File: src/rtl/core/spq_pkg.sv
// shared types and codes for the sorted priority queue
package spq_pkg;

    typedef enum logic [1:0] {
        ST_OK        = 2'd0,
        ST_EMPTY     = 2'd1,
        ST_FULL      = 2'd2,
        ST_ZERO_PRIO = 2'd3
    } status_t;

    typedef enum logic {
        FUNC_PUSH = 1'b0,
        FUNC_POP  = 1'b1
    } func_t;

    typedef struct packed {
        logic               func;
        logic signed [31:0] key;
        logic signed [15:0] priority_req;
    } req_t;

    typedef struct packed {
        logic [1:0]         status;
        logic signed [31:0] out_key;
        logic signed [15:0] out_priority;
        logic [4:0]         fill_count;
    } rsp_t;

    typedef struct packed {
        logic signed [31:0] key;
        logic signed [15:0] prio;
    } entry_t;

    // commands from the controller to the datapath
    typedef struct packed {
        logic load_item;
        logic rd_prev;
        logic rd_head;
        logic write_shift;
        logic write_new;
        logic pop_commit;
        logic rsp_load;
    } cmd_t;

    // status from the datapath to the controller
    typedef struct packed {
        logic req_ok;
        logic req_pop;
        logic full;
        logic empty;
        logic i_zero;
        logic rd_greater;
    } stat_t;

endpackage

File: src/rtl/core/spq_dp.sv
// datapath: circular entry store, head/tail pointers, insertion walk and result register
module spq_dp #(
    parameter int CAPACITY = 16
) (
    input  logic           clk,
    input  logic           rst_n,
    input  spq_pkg::req_t  req,
    input  spq_pkg::cmd_t  cmd,
    output spq_pkg::stat_t stat,
    output spq_pkg::rsp_t  rsp
);

    localparam int AW = (CAPACITY > 1) ? $clog2(CAPACITY) : 1;
    localparam int CW = $clog2(CAPACITY + 1);

    spq_pkg::entry_t mem [CAPACITY];

    logic [AW-1:0]      head_reg, head_next;
    logic [AW-1:0]      tail_reg, tail_next;
    logic [CW-1:0]      count_reg, count_next;
    logic [AW-1:0]      p_reg, p_next;
    logic [CW-1:0]      i_reg, i_next;
    logic signed [31:0] item_key_reg, item_key_next;
    logic signed [15:0] item_prio_reg, item_prio_next;
    logic [1:0]         status_reg, status_next;
    logic signed [31:0] res_key_reg, res_key_next;
    logic signed [15:0] res_prio_reg, res_prio_next;
    spq_pkg::entry_t    rd_data_reg;
    spq_pkg::rsp_t      rsp_reg, rsp_next;

    logic [AW-1:0]      p_prev;
    logic [AW-1:0]      rd_addr;
    logic               rd_en;
    logic               wr_en;
    spq_pkg::entry_t    wr_data;
    logic               zero_prio;
    logic               req_pop;

    assign p_prev    = (p_reg == '0) ? AW'(CAPACITY - 1) : p_reg - AW'(1);
    assign zero_prio = (req.priority_req == 16'sd0);
    assign req_pop   = (req.func == spq_pkg::FUNC_POP);

    always_comb
    begin
        stat.req_pop    = req_pop;
        stat.full       = (count_reg == CW'(CAPACITY));
        stat.empty      = (count_reg == '0);
        stat.req_ok     = req_pop ? !stat.empty : (!zero_prio && !stat.full);
        stat.i_zero     = (i_reg == '0);
        stat.rd_greater = (rd_data_reg.prio > item_prio_reg);
    end

    assign rd_en   = cmd.rd_prev | cmd.rd_head;
    assign rd_addr = cmd.rd_head ? head_reg : p_prev;
    assign wr_en   = cmd.write_shift | cmd.write_new;
    assign wr_data = cmd.write_shift ? rd_data_reg
                                     : spq_pkg::entry_t'{key: item_key_reg, prio: item_prio_reg};

    always_comb
    begin
        head_next      = head_reg;
        tail_next      = tail_reg;
        count_next     = count_reg;
        p_next         = p_reg;
        i_next         = i_reg;
        item_key_next  = item_key_reg;
        item_prio_next = item_prio_reg;
        status_next    = status_reg;
        res_key_next   = res_key_reg;
        res_prio_next  = res_prio_reg;
        rsp_next       = rsp_reg;

        if (cmd.load_item)
        begin
            item_key_next  = req.key;
            item_prio_next = req.priority_req;
            p_next         = tail_reg;
            i_next         = count_reg;
            res_key_next   = '0;
            res_prio_next  = '0;
            if (req_pop)
                status_next = stat.empty ? spq_pkg::ST_EMPTY : spq_pkg::ST_OK;
            else if (zero_prio)
                status_next = spq_pkg::ST_ZERO_PRIO;
            else if (stat.full)
                status_next = spq_pkg::ST_FULL;
            else
                status_next = spq_pkg::ST_OK;
        end

        // entry moves one place towards the tail
        if (cmd.write_shift)
        begin
            p_next = p_prev;
            i_next = i_reg - CW'(1);
        end

        if (cmd.write_new)
        begin
            count_next = count_reg + CW'(1);
            tail_next  = (tail_reg == AW'(CAPACITY - 1)) ? '0 : tail_reg + AW'(1);
        end

        if (cmd.pop_commit)
        begin
            res_key_next  = rd_data_reg.key;
            res_prio_next = rd_data_reg.prio;
            count_next    = count_reg - CW'(1);
            head_next     = (head_reg == AW'(CAPACITY - 1)) ? '0 : head_reg + AW'(1);
        end

        if (cmd.rsp_load)
        begin
            rsp_next.status       = status_reg;
            rsp_next.out_key      = res_key_reg;
            rsp_next.out_priority = res_prio_reg;
            rsp_next.fill_count   = 5'(count_reg);
        end
    end

    always_ff @(posedge clk or negedge rst_n)
    begin
        if (!rst_n)
        begin
            head_reg  <= '0;
            tail_reg  <= '0;
            count_reg <= '0;
        end
        else
        begin
            head_reg  <= head_next;
            tail_reg  <= tail_next;
            count_reg <= count_next;
        end
    end

    always_ff @(posedge clk)
    begin
        p_reg         <= p_next;
        i_reg         <= i_next;
        item_key_reg  <= item_key_next;
        item_prio_reg <= item_prio_next;
        status_reg    <= status_next;
        res_key_reg   <= res_key_next;
        res_prio_reg  <= res_prio_next;
        rsp_reg       <= rsp_next;
    end

    always_ff @(posedge clk)
    begin
        if (wr_en)
            mem[p_reg] <= wr_data;
    end

    always_ff @(posedge clk)
    begin
        if (rd_en)
            rd_data_reg <= mem[rd_addr];
    end

    assign rsp = rsp_reg;

endmodule

File: src/rtl/core/spq_ctrl.sv
// controller: sequences push walks, pops and the result hand-off
module spq_ctrl (
    input  logic           clk,
    input  logic           rst_n,
    input  logic           req_valid,
    output logic           req_ready,
    output logic           rsp_valid,
    input  logic           rsp_ready,
    input  spq_pkg::stat_t stat,
    output spq_pkg::cmd_t  cmd
);

    typedef enum logic [5:0] {
        S_IDLE      = 6'b000001,
        S_SHIFT_CHK = 6'b000010,
        S_SHIFT_CMP = 6'b000100,
        S_POP_RD    = 6'b001000,
        S_POP_CAP   = 6'b010000,
        S_FINISH    = 6'b100000
    } state_t;

    state_t state_reg, state_next;
    logic   rsp_valid_reg, rsp_valid_next;

    assign req_ready = (state_reg == S_IDLE);
    assign rsp_valid = rsp_valid_reg;

    always_comb
    begin
        state_next = state_reg;
        cmd        = '0;

        case (state_reg)
            S_IDLE:
            begin
                if (req_valid)
                begin
                    cmd.load_item = 1'b1;
                    if (!stat.req_ok)
                        state_next = S_FINISH;
                    else if (stat.req_pop)
                        state_next = S_POP_RD;
                    else
                        state_next = S_SHIFT_CHK;
                end
            end
            S_SHIFT_CHK:
            begin
                if (stat.i_zero)
                begin
                    cmd.write_new = 1'b1;
                    state_next    = S_FINISH;
                end
                else
                begin
                    cmd.rd_prev = 1'b1;
                    state_next  = S_SHIFT_CMP;
                end
            end
            S_SHIFT_CMP:
            begin
                // strictly greater moves back, so equal priorities keep arrival order
                if (stat.rd_greater)
                begin
                    cmd.write_shift = 1'b1;
                    state_next      = S_SHIFT_CHK;
                end
                else
                begin
                    cmd.write_new = 1'b1;
                    state_next    = S_FINISH;
                end
            end
            S_POP_RD:
            begin
                cmd.rd_head = 1'b1;
                state_next  = S_POP_CAP;
            end
            S_POP_CAP:
            begin
                cmd.pop_commit = 1'b1;
                state_next     = S_FINISH;
            end
            S_FINISH:
            begin
                if (!rsp_valid_reg || rsp_ready)
                begin
                    cmd.rsp_load = 1'b1;
                    state_next   = S_IDLE;
                end
            end
            default:
            begin
                state_next = S_IDLE;
            end
        endcase
    end

    always_comb
    begin
        if (cmd.rsp_load)
            rsp_valid_next = 1'b1;
        else if (rsp_ready)
            rsp_valid_next = 1'b0;
        else
            rsp_valid_next = rsp_valid_reg;
    end

    always_ff @(posedge clk or negedge rst_n)
    begin
        if (!rst_n)
        begin
            state_reg     <= S_IDLE;
            rsp_valid_reg <= 1'b0;
        end
        else
        begin
            state_reg     <= state_next;
            rsp_valid_reg <= rsp_valid_next;
        end
    end

endmodule

File: src/rtl/core/sorted_priority_queue.sv
// Sorted priority queue holding up to CAPACITY (key, priority) entries in a single-port
// circular store; lower priority leaves first and equal priorities leave in arrival order.
// One request beat gives exactly one response beat. A rejected request (zero priority,
// push when full, pop when empty) goes straight to the result; a pop steps through head
// read, capture and result; a push walks the insertion over every held entry with a
// strictly greater priority, moving one entry per read/write pair of the store, and ends
// with a stopping compare unless the new entry goes in at the head. A finished result sits
// in an output register so the next request can be taken while it waits. The store needs
// no clearing after reset.
module sorted_priority_queue #(
    parameter int CAPACITY = 16
) (
    input  logic          clk,
    input  logic          rst_n,
    input  logic          req_valid,
    output logic          req_ready,
    input  spq_pkg::req_t req,
    output logic          rsp_valid,
    input  logic          rsp_ready,
    output spq_pkg::rsp_t rsp
);

    spq_pkg::cmd_t  cmd;
    spq_pkg::stat_t stat;

    spq_ctrl u_ctrl (
        .clk       (clk),
        .rst_n     (rst_n),
        .req_valid (req_valid),
        .req_ready (req_ready),
        .rsp_valid (rsp_valid),
        .rsp_ready (rsp_ready),
        .stat      (stat),
        .cmd       (cmd)
    );

    spq_dp #(
        .CAPACITY (CAPACITY)
    ) u_dp (
        .clk   (clk),
        .rst_n (rst_n),
        .req   (req),
        .cmd   (cmd),
        .stat  (stat),
        .rsp   (rsp)
    );

`ifndef SYNTHESIS
    a_busy_after_accept: assert property (@(posedge clk) disable iff (!rst_n)
        (req_valid && req_ready) |=> !req_ready)
        else $error("request accepted while an item was in progress");

    a_full_not_empty: assert property (@(posedge clk) disable iff (!rst_n)
        !(stat.full && stat.empty))
        else $error("queue reported full and empty together");

    a_full_count: assert property (@(posedge clk) disable iff (!rst_n)
        (rsp_valid && rsp.status == spq_pkg::ST_FULL) |-> (rsp.fill_count == 5'(CAPACITY)))
        else $error("full status with a count below capacity");

    a_empty_rsp: assert property (@(posedge clk) disable iff (!rst_n)
        (rsp_valid && rsp.status == spq_pkg::ST_EMPTY)
            |-> (rsp.fill_count == 5'd0 && rsp.out_key == 32'sd0 && rsp.out_priority == 16'sd0))
        else $error("empty status with a non-zero entry or count");
`endif

endmodule
File: config.mk
export PLATFORM = sky130hd
export DESIGN_NAME = sorted_priority_queue
export DESIGN_NICKNAME = d
export VERILOG_FILES = /design/src/rtl/core/spq_pkg.sv /design/src/rtl/core/spq_dp.sv /design/src/rtl/core/spq_ctrl.sv /design/src/rtl/core/sorted_priority_queue.sv
export SDC_FILE = /design/constraint.sdc
export NUM_CORES = 1
export LEC_CHECK = 0
export ABC_AREA = 1
export BUFFER_PORTS_ARGS = -buffer_cell sky130_fd_sc_hd__buf_2
export CAP_MARGIN = 10
export CORE_ASPECT_RATIO = 0.5
export CORE_UTILIZATION = 40
export DETAILED_ROUTE_END_ITERATION = 12
export PLACE_DENSITY_LB_ADDON = 0.1
export SYNTH_ARGS = -nofsm -noshare
export SYNTH_HDL_FRONTEND = slang
export SYNTH_HIERARCHICAL = 1
export SYNTH_SLANG_ARGS = --single-unit
File: constraint.sdc
create_clock -name clk -period 13.6 [get_ports clk]
set_input_delay 2.72 -clock clk [delete_from_list [all_inputs] [get_ports clk]]
set_output_delay 2.72 -clock clk [all_outputs]
set_load 0.05 [all_outputs]
==> summary.md <==
| Metric | Value |
|---|---|
| Net Sw Frac | 39.33% |
| Final Core Density | 45.40% |
| Pwr per Cell Area | 220.5 nW/um^2 |
| Syn avg cell area | 11.10 sq um |
| Hold Path Class | reg -> reg |
| Die Width | 461.5 microns |
| Worst-path fanout max | 175 |
| Post-Syn Area | 42220 sq um |
| Post-synthesis sequential area ratio | 70.75% |
| Worst slew pin tran | 1.216 ns |
| Final setup viols | 0 |
| Cell breakdown of the critical path | nor2_2 > nand3_1 > inv_1 > inv_2 > nand3_4 > buf_4 > buf_4 > buf_12 > nand3_1 > nand2_1 > nand2_1 > nand3_1 > nand3_1 > nand2_1 |
| CP Launch Type | register |
| Die area | 106900 sq um |
| Min Tclk post-route | 5.140 ns |
| Reg2reg setup slack | 8.46 ns |
| IO buf count | 109 |
| Leakage | 19.09 nW |
| Clock transition at path regs | 0.07 ns |
| Internal cell power | 0.006295 W |
| Setup TNS | 0 ns |
| Crit-path max cell delay | roughly 0.73 ns |
| Synth-to-Final Area Change | 11.44% |
| Initial antenna violation count | 1 |
| First-pass GRT wire length | 169.0 mm |
| Achievable frequency | 194.5 MHz |
| Cell row count | 83 |
| TritonCTS clock tree | yes |
| Final #Nets | 3929 |
| H-tree Lvls | 3 |
| Skew-Pair Late Insertion Delay | 0.70 ns |
| WS Path Type | reg -> reg |
| Tot Pwr | 0.01038 W |
| Placer Congestion | 0.7448 |
| Core region area | 103600 sq um |
| Synth Register Bits | between 900 and 1000 |
| Worst r2r path cells | 14 |
| Tot GR Track Use | 21.38% |
| Share of layout cells above drive strength 1 | 8.699% |
| Clock share of power | 24.6% |
| Ports | 110 |
| Syn nets | 3886 |
| Mapped Cells | 3805 |
| Setup Buffers After CTS | 0 |
| Part of the power in combinational logic | 36.2% |
| Max-slew violation count | 0 |
| First-pass detailed-route iteration total | 5 |
| Total vias in the final route | 27260 |
| CP Data Arrival Time | 5.66 ns |
| Worst reg2reg path endpoint | u_dp/rd_data_reg[1]$_DFFE_PP_ |
| Detail Route Antenna Nets | 0 |
| Worst path slowest cell | buf_4 |
| CTS buffer count | 93 |
| Largest delay contributor family on the critical path | buffers and inverters |
| Sink Count | 998 |
| Slew HR | approximately a fifth |
| Hold_sp | u_dp/res_key_reg[21]$_SDFFCE_PN0P_ |
| Peak VDD IR | 0.0002027 V |
| WL final | between 100 and 150 mm |
| # diodes | 0 |
| Part of the power in registers | 39.1% |
| Initial DRC Count | roughly 2500 |
| Die Y | 231.7 microns |
| Cell chosen for the clock root | clkbuf_16 |
| Vias in the first global route | between 20000 and 30000 |
| Hold Buf Count CTS | 0 |
| DRC Markers | 0 |
| RSZ-0062 raised after global routing | no |
| Outcome | completed |
| Most common cell on crit path | nand3_1 |
| Max Clock Skew | ~0.026 ns |
| Final worst-path cycle share | 37.80% |
| GR Overflow Total | 0 |
| Worst setup EP type | register |
| Max reg flops | 768 |
| WP data required | ~14 ns |
| Synth warnings | 6 |
| Clock buffer depth | 3 |
| Post-DR wirelength/cell | about 21 microns |
| Via density | 5.121 |
| Netlist cell types | 36 |
| WHS Path Cells | 0 |
| Final hold violation count | 0 |
| Psw | 0.004081 W |
| Origin of the critical flop-to-flop path | u_ctrl/state_reg[1]$_DFFE_PN0P_ |
| Largest net degree at the start of global routing | between 150 and 200 |
| Post-CTS sizing | 0 |
| Hold Crit Endpoint | u_dp/rsp[42]$_DFFE_PP_ |
| Initial core utilization | 40.74% |
| Max-Cap Viols | 0 |
| CP Buf/Inv Count | 5 |
| HPWL after DPL | 54.43 mm |
## layer usage
metal	up-vias	GRT usage [%]	share of wire, %
met5	-	0	0
met4	0	5.156	2.1
met3	144	3.515	5.4
met2	690	32.79	44
met1	13530	31.63	48
li1	12900	-	-
## through the flow
| step | std cells | setup WS [ns] | cell area, sq um | hold slack [ns] |
|---|---|---|---|---|
| 2_1_floorplan | 3805 | 6.977 | 42220 | 0.4003 |
| 3_3_place_gp | 5155 | 8.340 | 44150 | 0.4013 |
| 3_5_place_dp | 5155 | 8.344 | 44150 | 0.4045 |
| 4_1_cts | 5322 | 8.582 | 47050 | 0.4186 |
| 5_1_grt | 5322 | 8.233 | 47050 | 0.4273 |
| 6_report | 5322 | 8.460 | 47050 | 0.4166 |
## worst max path at each step
stage | startpoint | endpoint | slack, ns | cells after the start
final | u_ctrl/state_reg[1]$_DFFE_PN0P_ | u_dp/rd_data_reg[1]$_DFFE_PP_ | 8.46 | 14
after global placement | req_valid | u_dp/res_key_reg[14]$_SDFFCE_PN0P_ | 8.34 | 6
after detailed placement | req_valid | u_dp/res_key_reg[7]$_SDFFCE_PN0P_ | 8.34 | 6
after CTS | u_ctrl/state_reg[1]$_DFFE_PN0P_ | u_dp/rd_data_reg[1]$_DFFE_PP_ | 8.58 | 14
after floorplan | req_valid | u_dp/res_key_reg[0]$_SDFFCE_PN0P_ | 6.98 | 4
after global routing | u_ctrl/state_reg[1]$_DFFE_PN0P_ | u_dp/rd_data_reg[19]$_DFFE_PP_ | 8.23 | 13
## cells in the mapped netlist, drive strengths merged
cell type	instances	area [sq um]
a21oi	14	70.07
a22o	1	8.760
a31oi	3	18.77
and3	1	6.260
buf	130	715.7
clkbuf	90	337.8
dfrtp	19	475.5
dfstp	1	26.28
edfxtp	978	29370
fa	1	20.02
ha	27	337.8
inv	496	1864
mux2	1	11.26
nand2	1039	3913
nand3	886	4449
nand4	7	43.79
nor2	59	256.5
nor3	4	20.02
nor3b	1	7.510
nor4	3	18.77
o21ai	36	187.7
or2	2	12.51
xnor2	2	17.52
xor2	4	35.03
## area by class of cell
class	count	area [sq um]
clock buffer	119	2510
sequential	998	29870
inverter	496	1873
timing repair buffer	168	1013
fill	9581	56590
clock inverter	48	385.4
multi-input combinational	2091	9644
tap	1402	1754
## kinds of logic after synthesis
group,synth area share (%)
xor gates and xnor gates,0.1245
and+or+nand+nor,20.67
muxes,0.02667
AOI/OAI and AO/OA,0.6757
adders and majority gates,0.8475
DFF,70.75
buffers and inverters,6.911
## power by group through the flow
stage                     combinational [W]  sequential (W)  clock, W
final                               0.00376         0.00406   0.00255
after CTS                           0.00378         0.00407   0.00262
after floorplan                     0.00254         0.00414         0
after global placement              0.00374         0.00413         0
after detailed placement            0.00377         0.00413         0
after global routing                0.00418         0.00409   0.00273
## placed cells by master (no fill, tap or decap), types with 5 or more instances in the layout
master,instances
o21ai_0,30
nand4_1,7
clkinv_1,21
clkinv_2,13
inv_1,490
clkbuf_16,97
nor2_2,7
nor2_4,21
buf_4,57
buf_2,109
a21oi_1,14
clkbuf_1,22
ha_1,27
edfxtp_1,978
bufinv_16,5
nand2_1,1035
clkinvlp_4,5
dfrtp_1,19
nor2_1,31
nand3_1,883
No activity file was read; power rests on OpenSTA's default activity.
